[src/sv/acps_pkg.sv]
// Package of shared types and constants for the crossing price selector.
`default_nettype none
package acps_pkg;

  localparam int unsigned ValW = 63;

  // Result kinds.
  localparam logic [1:0] KIND_CAND = 2'd0;
  localparam logic [1:0] KIND_BEST = 2'd1;
  localparam logic [1:0] KIND_ERR  = 2'd2;

  // Error codes.
  localparam logic [2:0] ERR_NONE     = 3'd0;
  localparam logic [2:0] ERR_MIXED    = 3'd1;
  localparam logic [2:0] ERR_FULL     = 3'd2;
  localparam logic [2:0] ERR_NOTIONAL = 3'd3;
  localparam logic [2:0] ERR_OVERFLOW = 3'd4;

  // Register addresses.
  localparam logic [1:0] REG_NOTIONAL = 2'd0;

  typedef struct packed {
    logic [63:0] instrument_id;
    logic        side;
    logic [62:0] price;
    logic [62:0] quantity;
    logic        last_row;
  } request_t;

  typedef struct packed {
    logic [1:0]         kind;
    logic [62:0]        cand_price;
    logic [62:0]        buy_total;
    logic [62:0]        sell_total;
    logic signed [63:0] signed_gap;
    logic [62:0]        abs_gap;
    logic [62:0]        exec_qty;
    logic [2:0]         error_code;
    logic               last_result;
  } result_t;

  // Controller to datapath commands.
  typedef struct packed {
    logic load_row;     // store the held row
    logic ins_step;     // one step of the sorted price insert
    logic ins_shift;    // shift price table up at insert point
    logic ins_place;    // write the price into the table
    logic scan_begin;   // clear sums for a new price
    logic scan_row;     // accumulate the current row
    logic next_price;   // advance to the next price
    logic cand_update;  // compare with best
    logic clear_book;   // drop the book
  } cmd_t;

  // Datapath to controller status.
  typedef struct packed {
    logic       ins_found;   // insert position found
    logic       ins_dup;     // price already in table
    logic       ins_room;    // table not full
    logic       ins_done;    // shift reached insert point
    logic       row_last;    // all rows scanned
    logic       price_last;  // scanning the last price
    logic       overflow;    // sum overflow on the current row
  } stat_t;

endpackage : acps_pkg
`default_nettype wire

[src/sv/acps_ctrl.sv]
// Controller state machine sequencing checks, insert and scan.
`default_nettype none
module acps_ctrl (
  input  wire logic               clk,
  input  wire logic               rst,
  input  wire logic               start,
  input  wire logic               chk_done,
  input  wire logic               chk_over,
  input  wire logic               rows_full,
  input  wire logic               inst_mismatch,
  input  wire logic               last_row,
  input  wire acps_pkg::stat_t    stat,
  input  wire acps_pkg::result_t  cand,
  input  wire acps_pkg::result_t  best,
  output acps_pkg::cmd_t          cmd,
  output logic                    busy,
  output logic                    req_take,
  output logic                    chk_go,
  output logic                    valid,
  output acps_pkg::result_t       result
);
  import acps_pkg::*;

  localparam logic [3:0] S_IDLE  = 4'd0;
  localparam logic [3:0] S_CHECK = 4'd1;
  localparam logic [3:0] S_LOAD  = 4'd2;
  localparam logic [3:0] S_FIND  = 4'd3;
  localparam logic [3:0] S_SHIFT = 4'd4;
  localparam logic [3:0] S_SBEG  = 4'd5;
  localparam logic [3:0] S_SRD   = 4'd6;
  localparam logic [3:0] S_SROW  = 4'd7;
  localparam logic [3:0] S_CAND  = 4'd8;
  localparam logic [3:0] S_EMIT  = 4'd9;
  localparam logic [3:0] S_BEST  = 4'd10;

  logic [3:0] state;
  logic [3:0] state_next;
  logic       emit_err;
  logic [2:0] err_code;
  result_t    err_res;

  assign busy     = (state != S_IDLE);
  assign req_take = start && !busy;
  assign chk_go   = req_take;

  always_comb begin
    state_next = state;
    cmd        = '0;
    emit_err   = 1'b0;
    err_code   = ERR_NONE;
    case (state)
      S_IDLE: begin
        if (start) state_next = S_CHECK;
      end
      S_CHECK: begin
        if (chk_done) begin
          if (rows_full) begin
            emit_err = 1'b1; err_code = ERR_FULL;
          end else if (chk_over) begin
            emit_err = 1'b1; err_code = ERR_NOTIONAL;
          end else if (inst_mismatch) begin
            emit_err = 1'b1; err_code = ERR_MIXED;
          end else begin
            state_next = S_LOAD;
          end
          if (emit_err) begin
            cmd.clear_book = 1'b1;
            state_next = S_IDLE;
          end
        end
      end
      S_LOAD: begin
        cmd.load_row = 1'b1;
        state_next = S_FIND;
      end
      S_FIND: begin
        if (stat.ins_found) begin
          if (stat.ins_dup || !stat.ins_room) begin
            state_next = last_row ? S_SBEG : S_IDLE;
          end else begin
            state_next = S_SHIFT;
          end
        end else begin
          cmd.ins_step = 1'b1;
        end
      end
      S_SHIFT: begin
        if (stat.ins_done) begin
          cmd.ins_place = 1'b1;
          state_next = last_row ? S_SBEG : S_IDLE;
        end else begin
          cmd.ins_shift = 1'b1;
        end
      end
      S_SBEG: begin
        cmd.scan_begin = 1'b1;
        state_next = S_SRD;
      end
      S_SRD: begin
        // Read latency of the row store.
        state_next = S_SROW;
      end
      S_SROW: begin
        if (stat.row_last) begin
          state_next = S_CAND;
        end else begin
          cmd.scan_row = 1'b1;
          if (stat.overflow) begin
            emit_err = 1'b1; err_code = ERR_OVERFLOW;
            cmd.clear_book = 1'b1;
            state_next = S_IDLE;
          end else begin
            state_next = S_SRD;
          end
        end
      end
      S_CAND: begin
        cmd.cand_update = 1'b1;
        state_next = S_EMIT;
      end
      S_EMIT: begin
        if (stat.price_last) begin
          state_next = S_BEST;
        end else begin
          cmd.next_price = 1'b1;
          state_next = S_SBEG;
        end
      end
      S_BEST: begin
        cmd.clear_book = 1'b1;
        state_next = S_IDLE;
      end
      default: state_next = S_IDLE;
    endcase
  end

  always_ff @(posedge clk) begin
    if (rst) begin
      state <= S_IDLE;
      valid <= 1'b0;
    end else begin
      state <= state_next;
      valid <= emit_err || (state == S_CAND) || (state == S_BEST);
    end
  end

  // Error result: value fields all zero.
  always_comb begin
    err_res             = '0;
    err_res.kind        = KIND_ERR;
    err_res.error_code  = err_code;
    err_res.last_result = 1'b1;
  end

  // Result register.
  always_ff @(posedge clk) begin
    if (emit_err) begin
      result <= err_res;
    end else if (state == S_CAND) begin
      result <= cand;
    end else if (state == S_BEST) begin
      result <= best;
    end
  end
endmodule : acps_ctrl
`default_nettype wire

[config.mk]
export PLATFORM = sky130hd
export DESIGN_NAME = acps_ctrl
export DESIGN_NICKNAME = d
export VERILOG_FILES = /design/src/sv/acps_pkg.sv /design/src/sv/acps_ctrl.sv
export SDC_FILE = /design/constraint.sdc
export NUM_CORES = 1
export LEC_CHECK = 0
export ABC_AREA = 1
export BUFFER_PORTS_ARGS = -buffer_cell sky130_fd_sc_hd__buf_2
export CAP_MARGIN = 20
export CORE_AREA = 2 2 455 457
export CTS_BUF_LIST = sky130_fd_sc_hd__clkbuf_4
export DETAILED_ROUTE_END_ITERATION = 10
export DIE_AREA = 0 0 457 459
export PLACE_DENSITY_LB_ADDON = 0.05
export SYNTH_ARGS = -nofsm -noshare
export SYNTH_HDL_FRONTEND = slang
export SYNTH_SLANG_ARGS = --single-unit
[constraint.sdc]
create_clock -name clk -period 1.8 [get_ports clk]
set_input_delay 0.18 -clock clk [delete_from_list [all_inputs] [get_ports clk]]
set_output_delay 0.18 -clock clk [all_outputs]
set_load 0.05 [all_outputs]
==> results by group, run 1 <==
Outcome
  – Run status: did not finish
  – Failing step: clock tree synthesis (4_1_cts)
  – Stop Error: [ERROR RSZ-0060] Max buffer count reached.

Yosys
  – Adder-cell share of the synthesized area: 0%
  – Largest family of logic cells by synthesized area: compound AO/OA/AOI/OAI gates
  – Number of library cell types mapped by synthesis: 26
  – Share of the yosys chip area belonging to registers: roughly 48%
  – Most area-hungry cell type in the Yosys netlist: sky130_fd_sc_hd__dfxtp_1
  – Post-Synth XOR/XNOR Area: 0%
  – Number of flip-flops and latches in the synthesized netlist: 390
  – Multiplexer share of the synthesized area: 0.0613%
  – Top cell type's share of synthesized area: 47.4%
  – Biggest area contributors in the synthesized netlist: sky130_fd_sc_hd__dfxtp_1, sky130_fd_sc_hd__o21ai_0, sky130_fd_sc_hd__nand3_1
  – Netlist area before placement: ~16,000 µm²
  – Synth warn: 0
  – Simple-gate portion of the synthesized area: 22.3%
  – Synthesized Nets: 3,024
  – Post-synthesis average cell area: 7.30 µm²
  – Area fraction in compound gates after synthesis: 23.9%
  – Number of standard cells after synthesis: 2,239

Placement
  – Port buffer count: ~1,200
  – Area of placed instances: roughly 27,000 µm²
  – Placed Cells: just over 6,000
  – Final GP Congestion: 0.772
  – HPWL after detailed placement: around 120,000 µm

CTS
  – H-tree depth reported by CTS: 4
  – Number of buffers inserted during clock tree synthesis: 154
  – Quantity of hold-fixing buffers added after cts: between 1,000 and 1,500
  – Postcts setup bufs: 75
  – Maximum buffer depth of the clock tree: 3
  – Clock Tree Root: sky130_fd_sc_hd__clkbuf_4
  – # clock sinks: 390
  – Number of gates resized after CTS: between 1,500 and 2,000

Floorplan
  – Horiz. Die Dim: roughly 460 µm
  – Die height: around 460 µm
  – Initial core utilization: around 7.9%
  – Number of top-level pins: approximately 1,200
  – Rows: around 170
[cell families after synthesis]
logic type	Yosys count
DFF	390
muxes	1
buffers and inverters	235
and+or+nand+nor	838
AOI/OAI and AO/OA	775
[synthesized netlist by cell type, drive strengths merged]
library cell    n
o21ai         764
nor2          404
dfxtp         387
nand3         386
clkbuf        144
buf            67
nand2          44
inv            23
a21oi           5
edfxtp          3
nor3            3
o211ai          3
a31oi           1
clkinv          1
mux2i           1
nand4           1
o31ai           1
o41ai           1
[through the flow]
| stage | worst slack, ns | util [%] | hold WS, ns |
|---|---|---|---|
| after floorplan | -0.151 | - | 0.242 |
| after global placement | -0.220 | 13.2 | 0.435 |
| after detailed placement | -0.230 | 13.2 | 0.435 |
==> run 2, diff against run 1 <==
- CORE_AREA: 2 2 455 457 -> 2 2 457 459
- CTS_BUF_LIST: sky130_fd_sc_hd__clkbuf_4 -> not set
- DIE_AREA: 0 0 457 459 -> 0 0 459 461
- PLACE_DENSITY_LB_ADDON: 0.05 -> 0.15
==> run 2 against run 1 <==
Compared with the run above: the flow now finishes, with violations (setup timing); synthesized cell count unchanged; synthesized area did not move.
==> results by group, run 2 <==
Yosys
  – Share of the yosys chip area belonging to registers: 48.0% (unchanged)
  – Synth warn: 0 (unchanged)
  – Most numerous cell in the Yosys netlist: sky130_fd_sc_hd__nor2_1
  – Multiplexer share of the synthesized area: 0.0613% (unchanged)
  – Adder-cell share of the synthesized area: 0% (unchanged)
  – Synthesized Nets: 3,024 (unchanged)
  – Most area-hungry cell type in the Yosys netlist: sky130_fd_sc_hd__dfxtp_1
  – Simple-gate portion of the synthesized area: 22.3% (unchanged)
  – Number of standard cells after synthesis: 2,239 (unchanged)
  – List of most frequent post-synthesis cells: sky130_fd_sc_hd__nor2_1, sky130_fd_sc_hd__o21ai_0, sky130_fd_sc_hd__dfxtp_1
  – Number of synthesized flops with an enable pin: 3 (unchanged)
  – Number of flip-flops and latches in the synthesized netlist: 390 (unchanged)
  – Post-Synth XOR/XNOR Area: 0% (unchanged)
  – Biggest area contributors in the synthesized netlist: sky130_fd_sc_hd__dfxtp_1, sky130_fd_sc_hd__o21ai_0, sky130_fd_sc_hd__nand3_1
  – Largest family of logic cells by synthesized area: compound AO/OA/AOI/OAI gates
  – Area fraction in compound gates after synthesis: 23.9% (unchanged)
  – Top cell type's share of synthesized area: 47.4% (unchanged)
  – Netlist area before placement: 16,300 µm² (unchanged)
  – Fraction of registers with async set or reset after synthesis: 0% (unchanged)
  – Number of library cell types mapped by synthesis: 26 (unchanged)
  – Ys flop type: sky130_fd_sc_hd__dfxtp_1
  – Post-synthesis average cell area: 7.30 µm² (unchanged)

Setup path
  – Worst Setup Path Type: reg -> out
  – Required time worst endpoint: 1.62 ns
  – Cell mode on critical path: sky130_fd_sc_hd__nand2_4
  – Crit start category: flip-flop
  – Worst path arrival time: 1.89 ns
  – Crit path launch: state[3]
  – Critical path buffer and inverter count: 3
  – Top delay family on crit path: flip-flops
  – Crit Path Max Fanout: 4
  – Startpoint of the most critical register-to-register path: state[0]
  – Worst reg-to-reg path cell count: 12
  – Ordered cell list for the critical path: inv_4, nand2_4, nor3_4, a21oi_4, buf_12, nand2_4, buf_8
  – Largest stage delay on the critical path: 0.38 ns
  – Cell at the slowest stage of the critical path: sky130_fd_sc_hd__dfxtp_4
  – Worst setup EP type: output port
  – Instance count on the critical path: 7

Power
  – Relative contribution of the clock network to total power: between 50% and 60%
  – Power density over the cells: roughly 610 nW/µm²
  – NetSw: roughly 6500 µW
  – Switching share of power: approximately a quarter
  – Internal power contribution: between 15,000 and 20,000 µW
  – Worst ir drop on vdd: around 840 µV
  – Reported leakage power: between 0.015 and 0.02 µW
  – Part of the power in combinational logic: around 15%
  – Sequential group share of total power: between 30% and 40%

Finish
  – Largest registers in the final layout: result x385, state x4, valid x1
  – FILL cells: around 23,000
  – Final std cell area, no fill: roughly 41,000 µm²
  – Utilization of the core after routing: between 10% and 20%
  – Max reg flops: around 390
  – Register containing the most flip-flops in the final layout: result
  – Synthesis-to-finish area growth: 149%
  – Highest-count cells in the layout ignoring fill and taps: sky130_fd_sc_hd__buf_2, sky130_fd_sc_hd__dlygate4sd3_1, sky130_fd_sc_hd__nor2_1, sky130_fd_sc_hd__dfxtp_1, sky130_fd_sc_hd__o21ai_1
  – Final Net Count: 5,147
  – Most common cell after layout, fill and taps aside: sky130_fd_sc_hd__buf_2
  – Fraction of final layout cells with drive strength greater than 1: about two fifths

STA
  – Final hold vios: 0
  – Worst clock skew: ~0.023 ns
  – Setup WS post-layout: -0.268 ns
  – Worst-case headroom to the max-slew limit: between 60% and 70%
  – Final Critical Period: 2.07 ns
  – Worst hold slack: around 0.067 ns
  – Final count of pins violating max slew: 0
  – Total setup violations reported at the end of the flow: approximately 390
  – Final period util: 115%
  – Achievable Freq: 484 MHz
  – RSZ-0062 raised after global routing: yes
  – Slew of the pin with the lowest slew margin: 0.524 ns

Routing
  – Number of nets still failing antenna checks after routing: 0
  – Detailed-route via count: around 25,000
  – Highest metal used: met5
  – Detail Route met2 WL: approximately 83,000 µm
  – Average wire per standard cell: roughly 23 µm
  – Wire length on met1: between 60,000 and 70,000 µm
  – Total DRC errors in the routed layout: 0
  – Final wirelength: 163,000 µm
  – Count of routing violations after the opening detailed-route iteration: between 1,000 and 1,500
  – Detail-routed via count per cell: around 3.5
  – Routed wire length on met3: about 12,000 µm
  – First-pass iteration count of the detailed router: 5

Floorplan
  – Die height: 461 µm (+0.44%)
  – Initial core utilization: 7.91% (-0.032 points)
  – Std-Cell Core Area: 206,000 µm²
  – Horiz. Die Dim: 459 µm (+0.44%)
  – Overall die area: roughly 210,000 µm²
  – Rows: 167 (unchanged)
  – Number of top-level pins: 1,183 (unchanged)

GRT
  – Maximum number of pins on one net before global-route repair: 55
  – Wire length of the first global-routing pass: 205,000 µm
  – Via count of the first global-routing pass: about 26,000
  – Initial antenna violation count: 22
  – Total gr overflow: 0
  – Total global routing track utilization: a little over an eighth

Run
  – Max-capacitance violation count: 0

CTS
  – Number of buffers inserted during clock tree synthesis: 58 (-62%)
  – H-tree depth reported by CTS: 2 (-2)
  – Maximum buffer depth of the clock tree: 3 (unchanged)
  – # clock sinks: 390 (unchanged)
  – Clock network latency to the later pin of the worst-skew pair: 0.68 ns
  – CTS clock-pin slew for the worst setup and hold paths: 0.06 ns
  – Clock tree from TritonCTS: built
  – Clock Tree Root: sky130_fd_sc_hd__clkbuf_16

Outcome
  – Violated checks: setup timing
  – Run status: complete, but fails checks

Placement
  – Final GP Congestion: 0.817 (+5.7%)
  – HPWL after detailed placement: 121,000 µm (+0.63%)
  – Port buffer count: 1,182 (unchanged)
  – Area of placed instances: 26,900 µm² (-0.58%)
  – Worst slack, placed: -0.213 ns (+0.0171 ns)

Worst hold path
  – Worst min path class: in -> reg
  – Launch instance of the worst min-delay path: cand[2]
  – Cell depth of the worst hold path: 4
run 2: cell counts after synthesis:
Identical to the previous run, type by type.
run 2: kinds of logic (layout without fill, tap and decap cells):
| kind of cell | count (synthesis) | count (layout) |
|---|---|---|
| other | 0 | 14 |
| flip-flops | 390 | 390 |
| AO/OA/AOI/OAI | 775 | 775 |
| buffers and inverters | 235 | 2405 |
| multiplexers | 1 | 1 |
| AND/OR/NAND/NOR | 838 | 838 |
run 2: power by group through the flow:
stage	Sequential, µW	Clock, µW	Combinational [µW]
floorplan	9020	0	368
global placement	8900	0	1830
detailed placement	8900	0	1820
CTS	8710	12900	3440
global route	8710	13200	3830
finish	8720	12400	3620
run 2: repair_timing:
action                                  CTS  global route
buffers inserted                         34            36
hold buffers                            780             0
pin swaps                                10            68
endpoints found under the setup margin  214           397
gates resized for setup                 150           347
cloned                                   14            48
hold endpoints to repair                390             0
run 2: cell type report:
cell class | count | area (µm²) | area share, %
Timing Repair inverter | 1 | 20.0 | 0.0492
Timing Repair Buffer | 2273 | 18600 | 45.7
Clock inverter | 17 | 262 | 0.643
Tap cell | 2704 | 3380 | 8.32
Inverter | 24 | 141 | 0.347
Sequential cell | 390 | 7850 | 19.3
Antenna cell | 14 | 35.0 | 0.0861
Multi-Input combinational cell | 1614 | 8680 | 21.3
Clock buffer | 90 | 1730 | 4.26
run 2: worst reg2reg max path, delay by kind of cell (launching register included):
kind | cells | cell delay, ns
AOI/OAI and AO/OA | 1 | 0.06
DFF | 1 | 0.36
and+or+nand+nor | 2 | 0.23
buffers and inverters | 9 | 1.20
run 2: path summary, 6_finish.rpt:
path	to	slack [ns]
hold reg to reg	result[351]	0.46
hold / removal	result[2]	0.07
setup reg to reg	result[16]	-0.17
setup / recovery	cmd[0]	-0.27
run 2: routing by layer:
metal  global-route usage (%)  up-vias
li1                         -    12092
met1                     15.9    11928
met2                     24.4      982
met3                     4.46      119
met4                     3.06        4
met5                        0        -
run 2: metrics by stage:
| step | setup TNS, ns | power, µW | cells |
|---|---|---|---|
| after floorplan | -0.151 | 9390 | 2239 |
| after global placement | -12.99 | 10700 | 6102 |
| after detailed placement | -12.18 | 10700 | 6102 |
| after CTS | -25.25 | 25100 | 7037 |
| after global routing | -58.37 | 25700 | 7124 |
| final | -33.18 | 24800 | 7127 |
Power figures use the tool's default switching activity.
